===== src/rtl/bpc_pkg.sv =====
package bpc_pkg;

	// Configuration register indexes
	typedef enum logic [2:0] {
		REG_OVERSAMPLING   = 3'd0,
		REG_CAL_SIGNED_A   = 3'd1,
		REG_CAL_UNSIGNED_A = 3'd2,
		REG_CAL_B_PAIR     = 3'd3,
		REG_CAL_M_TRIPLE   = 3'd4
	} reg_idx_t;

	// Calibration set, unpacked from the configuration words
	typedef struct packed {
		logic [1:0]  oss;
		logic [15:0] ac1;
		logic [15:0] ac2;
		logic [15:0] ac3;
		logic [15:0] ac4;
		logic [15:0] ac5;
		logic [15:0] ac6;
		logic [15:0] b1;
		logic [15:0] b2;
		logic [15:0] mc;
		logic [15:0] md;
	} cal_t;

	localparam int unsigned CFG_DATA_W = 48;

	localparam logic signed [29:0] B6_OFFSET  = 30'sd4000;
	localparam logic [15:0]        B7_SCALE   = 16'd50000;
	localparam logic [31:0]        X3_BIAS    = 32'd32768;
	localparam logic [11:0]        P_SQ_COEF  = 12'd3038;
	localparam logic signed [13:0] P_LIN_COEF = -14'sd7357;
	localparam logic signed [49:0] P_OFFSET   = 50'sd3791;
	localparam logic signed [25:0] T_MAX      = 26'sd32767;
	localparam logic signed [25:0] T_MIN      = -26'sd32768;
	localparam logic signed [50:0] P_MAX      = 51'sd262143;

endpackage


===== src/rtl/bpc_udiv.sv =====
module bpc_udiv #(
	parameter int unsigned DIVIDEND_W = 27,
	parameter int unsigned DIVISOR_W  = 19,
	parameter int unsigned SIDE_W     = 8
) (
	input  logic                  clk,
	input  logic                  arst_n,
	input  logic                  in_valid,
	input  logic [DIVIDEND_W-1:0] dividend,
	input  logic [DIVISOR_W-1:0]  divisor,
	input  logic [SIDE_W-1:0]     side_in,
	output logic                  out_valid,
	output logic [DIVIDEND_W-1:0] quotient,
	output logic [SIDE_W-1:0]     side_out
);

	logic                  vld_s  [0:DIVIDEND_W];
	logic [DIVISOR_W-1:0]  rem_s  [0:DIVIDEND_W];
	logic [DIVIDEND_W-1:0] dq_s   [0:DIVIDEND_W];
	logic [DIVISOR_W-1:0]  dvs_s  [0:DIVIDEND_W];
	logic [SIDE_W-1:0]     side_s [0:DIVIDEND_W];

	// Entry: empty remainder, dividend bits waiting to shift in
	assign vld_s[0]  = in_valid;
	assign rem_s[0]  = '0;
	assign dq_s[0]   = dividend;
	assign dvs_s[0]  = divisor;
	assign side_s[0] = side_in;

	// One restoring step per stage, quotient bits shift in from the right
	for (genvar k = 0; k < DIVIDEND_W; k++) begin : g_stage
		logic [DIVISOR_W:0] trial;
		logic [DIVISOR_W:0] diff;
		logic               take;

		assign trial = {rem_s[k], dq_s[k][DIVIDEND_W-1]};
		assign diff  = trial - {1'b0, dvs_s[k]};
		assign take  = ~diff[DIVISOR_W];

		always_ff @(posedge clk or negedge arst_n) begin
			if (!arst_n) begin
				vld_s[k+1] <= 1'b0;
			end else begin
				vld_s[k+1] <= vld_s[k];
			end
		end

		always_ff @(posedge clk) begin
			rem_s[k+1]  <= take ? diff[DIVISOR_W-1:0] : trial[DIVISOR_W-1:0];
			dq_s[k+1]   <= {dq_s[k][DIVIDEND_W-2:0], take};
			dvs_s[k+1]  <= dvs_s[k];
			side_s[k+1] <= side_s[k];
		end
	end

	assign out_valid = vld_s[DIVIDEND_W];
	assign quotient  = dq_s[DIVIDEND_W];
	assign side_out  = side_s[DIVIDEND_W];

endmodule


===== src/rtl/bpc_temp.sv =====
module bpc_temp import bpc_pkg::*; (
	input  logic               clk,
	input  logic               arst_n,
	input  cal_t               cal,
	input  logic               in_valid,
	input  logic [15:0]        ut,
	input  logic [23:0]        raw_p,
	output logic               out_valid,
	output logic signed [28:0] b5,
	output logic               fault,
	output logic [23:0]        raw_p_out
);

	localparam int unsigned SIDE_W = 19 + 1 + 1 + 24;

	logic               vld_s1;
	logic signed [33:0] prod_s1;
	logic [23:0]        rawp_s1;

	logic               vld_s2;
	logic signed [18:0] x1_s2;
	logic signed [19:0] div_s2;
	logic [23:0]        rawp_s2;

	logic signed [16:0] ut_d;
	logic signed [18:0] x1_c;
	logic signed [15:0] mc_v;
	logic signed [16:0] mc_ext;
	logic [15:0]        mc_mag;
	logic [19:0]        div_abs;
	logic [26:0]        num_mag;
	logic [18:0]        den_mag;
	logic               neg_q;
	logic               zero_d;
	logic [SIDE_W-1:0]  side_in;

	logic               dv_vld;
	logic [26:0]        dv_q;
	logic [SIDE_W-1:0]  dv_side;
	logic signed [18:0] x1_d;
	logic               neg_d;
	logic               zero_q;
	logic [23:0]        rawp_d;
	logic signed [27:0] x2_c;

	// Stage 1: (UT - AC6) * AC5
	assign ut_d = $signed({1'b0, ut}) - $signed({1'b0, cal.ac6});

	always_ff @(posedge clk or negedge arst_n) begin
		if (!arst_n) begin
			vld_s1 <= 1'b0;
		end else begin
			vld_s1 <= in_valid;
		end
	end

	always_ff @(posedge clk) begin
		prod_s1 <= ut_d * $signed({1'b0, cal.ac5});
		rawp_s1 <= raw_p;
	end

	// Stage 2: X1 and the divisor X1 + MD
	assign x1_c = $signed(prod_s1[33:15]);

	always_ff @(posedge clk or negedge arst_n) begin
		if (!arst_n) begin
			vld_s2 <= 1'b0;
		end else begin
			vld_s2 <= vld_s1;
		end
	end

	always_ff @(posedge clk) begin
		x1_s2   <= x1_c;
		div_s2  <= x1_c + $signed(cal.md);
		rawp_s2 <= rawp_s1;
	end

	// Fold signs into magnitudes for the unsigned divider
	assign mc_v    = $signed(cal.mc);
	assign mc_ext  = mc_v[15] ? -$signed({mc_v[15], mc_v}) : $signed({mc_v[15], mc_v});
	assign mc_mag  = mc_ext[15:0];
	assign num_mag = {mc_mag, 11'b0};
	assign div_abs = div_s2[19] ? 20'(-div_s2) : 20'(div_s2);
	assign den_mag = div_abs[18:0];
	assign neg_q   = mc_v[15] ^ div_s2[19];
	assign zero_d  = (div_s2 == 20'sd0);
	assign side_in = {x1_s2, neg_q, zero_d, rawp_s2};

	bpc_udiv #(
		.DIVIDEND_W(27),
		.DIVISOR_W (19),
		.SIDE_W    (SIDE_W)
	) u_div (
		.clk      (clk),
		.arst_n   (arst_n),
		.in_valid (vld_s2),
		.dividend (num_mag),
		.divisor  (den_mag),
		.side_in  (side_in),
		.out_valid(dv_vld),
		.quotient (dv_q),
		.side_out (dv_side)
	);

	// Final stage: restore sign of X2 and form B5
	assign {x1_d, neg_d, zero_q, rawp_d} = dv_side;
	assign x2_c = neg_d ? -$signed({1'b0, dv_q}) : $signed({1'b0, dv_q});

	always_ff @(posedge clk or negedge arst_n) begin
		if (!arst_n) begin
			out_valid <= 1'b0;
		end else begin
			out_valid <= dv_vld;
		end
	end

	always_ff @(posedge clk) begin
		b5        <= x1_d + x2_c;
		fault     <= zero_q;
		raw_p_out <= rawp_d;
	end

endmodule


===== config.mk =====
export PLATFORM = sky130hd
export DESIGN_NAME = bpc_temp
export DESIGN_NICKNAME = d
export VERILOG_FILES = /design/src/rtl/bpc_pkg.sv /design/src/rtl/bpc_udiv.sv /design/src/rtl/bpc_temp.sv
export SDC_FILE = /design/constraint.sdc
export NUM_CORES = 2
export LEC_CHECK = 0
export ABC_AREA = 0
export BUFFER_PORTS_ARGS = -buffer_cell sky130_fd_sc_hd__clkbuf_2
export CORE_MARGIN = 2
export CORE_UTILIZATION = 44
export CTS_CLUSTER_SIZE = 8
export DETAILED_ROUTE_END_ITERATION = 10
export GPL_ROUTABILITY_DRIVEN = 0
export GPL_TIMING_DRIVEN = 0
export PLACE_DENSITY_LB_ADDON = 0.1
export REMOVE_ABC_BUFFERS = 1
export SYNTH_ARGS = -nofsm -noshare
export SYNTH_HDL_FRONTEND = slang
export SYNTH_HIERARCHICAL = 1
export SYNTH_SLANG_ARGS = --single-unit

===== constraint.sdc =====
create_clock -name clk -period 9.37 [get_ports clk]
set_clock_uncertainty 0.15 [all_clocks]
set_input_delay 0.937 -clock clk [delete_from_list [all_inputs] [get_ports clk]]
set_output_delay 0.937 -clock clk [all_outputs]
set_load 0.02 [all_outputs]

==> flow_summary.toml <==
[synthesis]
synth_edf_count = 0
synthTopCellsByArea = "dfxtp_1, ha_1, fa_1"
synth_most_common_cell = "dfxtp_1"
synthCells = 9171
synth.top_cells.by_count = "dfxtp_1, inv_1, ha_1"
synth_top_area_share_pct = 57.1
synthFlopType = "dfxtp_1"
ys.warnings.count = 6
synth_cell_types = 96
synth-seq-cells = 3122
syn_area_per_cell_um2 = 11.8
synthArstFlopShare_pct = 0.961
synth_top_area_cell = "dfxtp_1"
synth_area_um2 = 108000
yosysSeqAreaShare_pct = 57.8

[detailed_routing]
via_per_inst = 4.81
drtPass1Iterations = 6
wire_per_inst_um = 14.7
totalWireLength_um = 189000
num_vias = 62000
postRouteAntennaNets = 0
drt_iter0_drc = 3039
drc = 0

[cts]
cts.sinks = 3122
clk_path_buf_depth = 4
cts_setup_buffers = 0
root_buffer = "clkbuf_16"
cts_tree = "done"
htree_levels = 5
numCtsBuffers = 441
clk_latency_ns = 0.97
path_clk_slew_ns = 0.05

[timing]
max_slew_margin_pct = 8.00
rsz0062_at_grt = "false"
fin_crit_ns = 8.80
holdWs_ns = 0.0637
fmax_mhz = 114
tightest_slew_ns = 1.38
slew_violations = 0
hold_viol_final = 0
finalWorstSetupSlack_ns = 0.566
finalCritPeriodShare_pct = 94.0
setup_viol = 0

[floorplanning]
start_util_pct = 44.2
die_h_um = 501
io_pins = 260
rows = 182
die_width_um = 501
coreArea_um2 = 245000
dieArea_um2 = 251000

[critical_path]
arrival_ns = 9.43
slowest_stage = "nor3_1"
cp_common_cell = "fa_1"
max_stage_delay_ns = 0.61
critical_path_class = "input port to register"
crit_required_ns = 9.99
worstSetupStartpointType = "input port"
end_kind = "register"
critPathMaxFanout = 16

[final_layout]
area_growth_pct = 14.7
final_layout_size_suffix_gt1_share_pct = 8.72
final_net_count = 10800
fin_cells = 12900
final_util_pct = 50.7

[worst_hold_path]
min_path_type = "register to register"

[grt]
use_met3_pct = 2.89
track_usage_pct = 15.1
grt_pass1_wl_um = 314000
globalRouteMet2Util_pct = 24.9
grt_pass1_vias = 64200
top_usage_layer = "met2"
grtUsageMet1_pct = 19.2
grt_max_degree = 34
antenna_found_initial = 12
overflow = 0

[placed_design]
io_buffers = 161
dp_cells = 12400
pre_cts_slack_ns = -0.768
dp_hpwl_um = 138000

[run_status]
status = "complete, no violations"

[job]
drv_cap = 0
[sequential cells by signal, summed over array words and instances (netlist names), 19 cells and up]
signal and flops:
u_div/side_s 1170, u_div/dq_s 702, u_div/dvs_s 494, u_div/g_stage.trial 494, u_div/side_out 45, b5 29, u_div/quotient 27, u_div/vld_s 26
raw_p_out 24, rawp_s1 24, rawp_s2 24, div_s2 20, prod_s1 19, x1_s2 19
[area by class of cell]
| type | count | area [um2] |
|---|---|---|
| clock inverters | 12 | 200 |
| multi-input cells | 4795 | 41000 |
| diodes | 2 | 5.00 |
| inverters | 1051 | 3950 |
| repair buffers | 208 | 1360 |
| well taps | 3220 | 4030 |
| fillers | 21400 | 121000 |
| flip-flops and latches | 3122 | 62700 |
| clock buffers | 464 | 11200 |
[layer usage]
metal  wire (um)  share of wire, %  vias up
met1       86600                46    29100
met2       86400                46     1321
met4        6830               3.6        0
li1            -                 -    31100
met3        8860               4.7      497
met5           0                 0        -
[stage by stage]
stage / setup TNS [ns] / instance area [um2]
3_3_place_gp: -19.89 / 112000
2_1_floorplan: 0 / 107000
3_5_place_dp: -6.31 / 113000
5_1_grt: 0 / 124000
6_report: 0 / 124000
4_1_cts: 0 / 124000
[final timing paths]
| check | from | endpoint | slack, ns | cells past startpoint |
|---|---|---|---|---|
| worst max register to register | u_div/quotient[0]$_DFF_P_ | b5[25]$_DFF_P_ | 4.60 | 17 |
| max in group asynchronous | arst_n | u_div/vld_s[25]$_DFF_PN0_ | 8.21 | 2 |
| worst min-delay path | u_div/side_s[1214]$_DFF_P_ | u_div/side_s[1169]$_DFF_P_ | 0.06 | 0 |
| worst min register to register | u_div/side_s[1214]$_DFF_P_ | u_div/side_s[1169]$_DFF_P_ | 0.06 | 0 |
| min in group asynchronous | arst_n | u_div/out_valid$_DFF_PN0_ | 0.40 | 2 |
| worst max-delay path | ut[0] | prod_s1[27]$_DFF_P_ | 0.57 | 32 |
[cell usage in the layout (no fill, tap or decap), types with 223 or more instances in the layout]
master and count:
clkbuf_16 444, a21o_1 223, xnor2_1 335, mux2_1 306
dfxtp_1 3092, a21oi_1 436, inv_1 1035, o21ai_0 250
fa_1 304, nand2_1 441, ha_1 646, nor2_1 239
[critical path, delay by kind of cell]
family | cells | cell delay, ns
AND/OR/NAND/NOR | 3 | 0.90
AO/OA/AOI/OAI | 12 | 2.94
buffers and inverters | 7 | 0.42
XOR/XNOR | 1 | 0.50
adder cells (fa/ha/maj) | 9 | 3.73
[cells by family after synthesis]
family / count (synthesis) / share of synthesized area [%]
flops: 3122 / 57.8
compound gates: 1555 / 9.45
simple gates: 1312 / 5.95
buf+inv: 1271 / 4.78
fa+ha+maj: 951 / 13.1
xor+xnor: 527 / 4.29
mux: 431 / 4.70
other cells: 2 / 0.00692
[what timing repair did]
action | CTS | global route
gates resized for setup | 0 | 4
setup endpoints to repair | 0 | 7
hold buffers | 28 | 0
hold endpoints to repair | 57 | 0
Power is not shown: default switching activity piles up to over one toggle a cycle in this logic, so the estimate is an artifact.
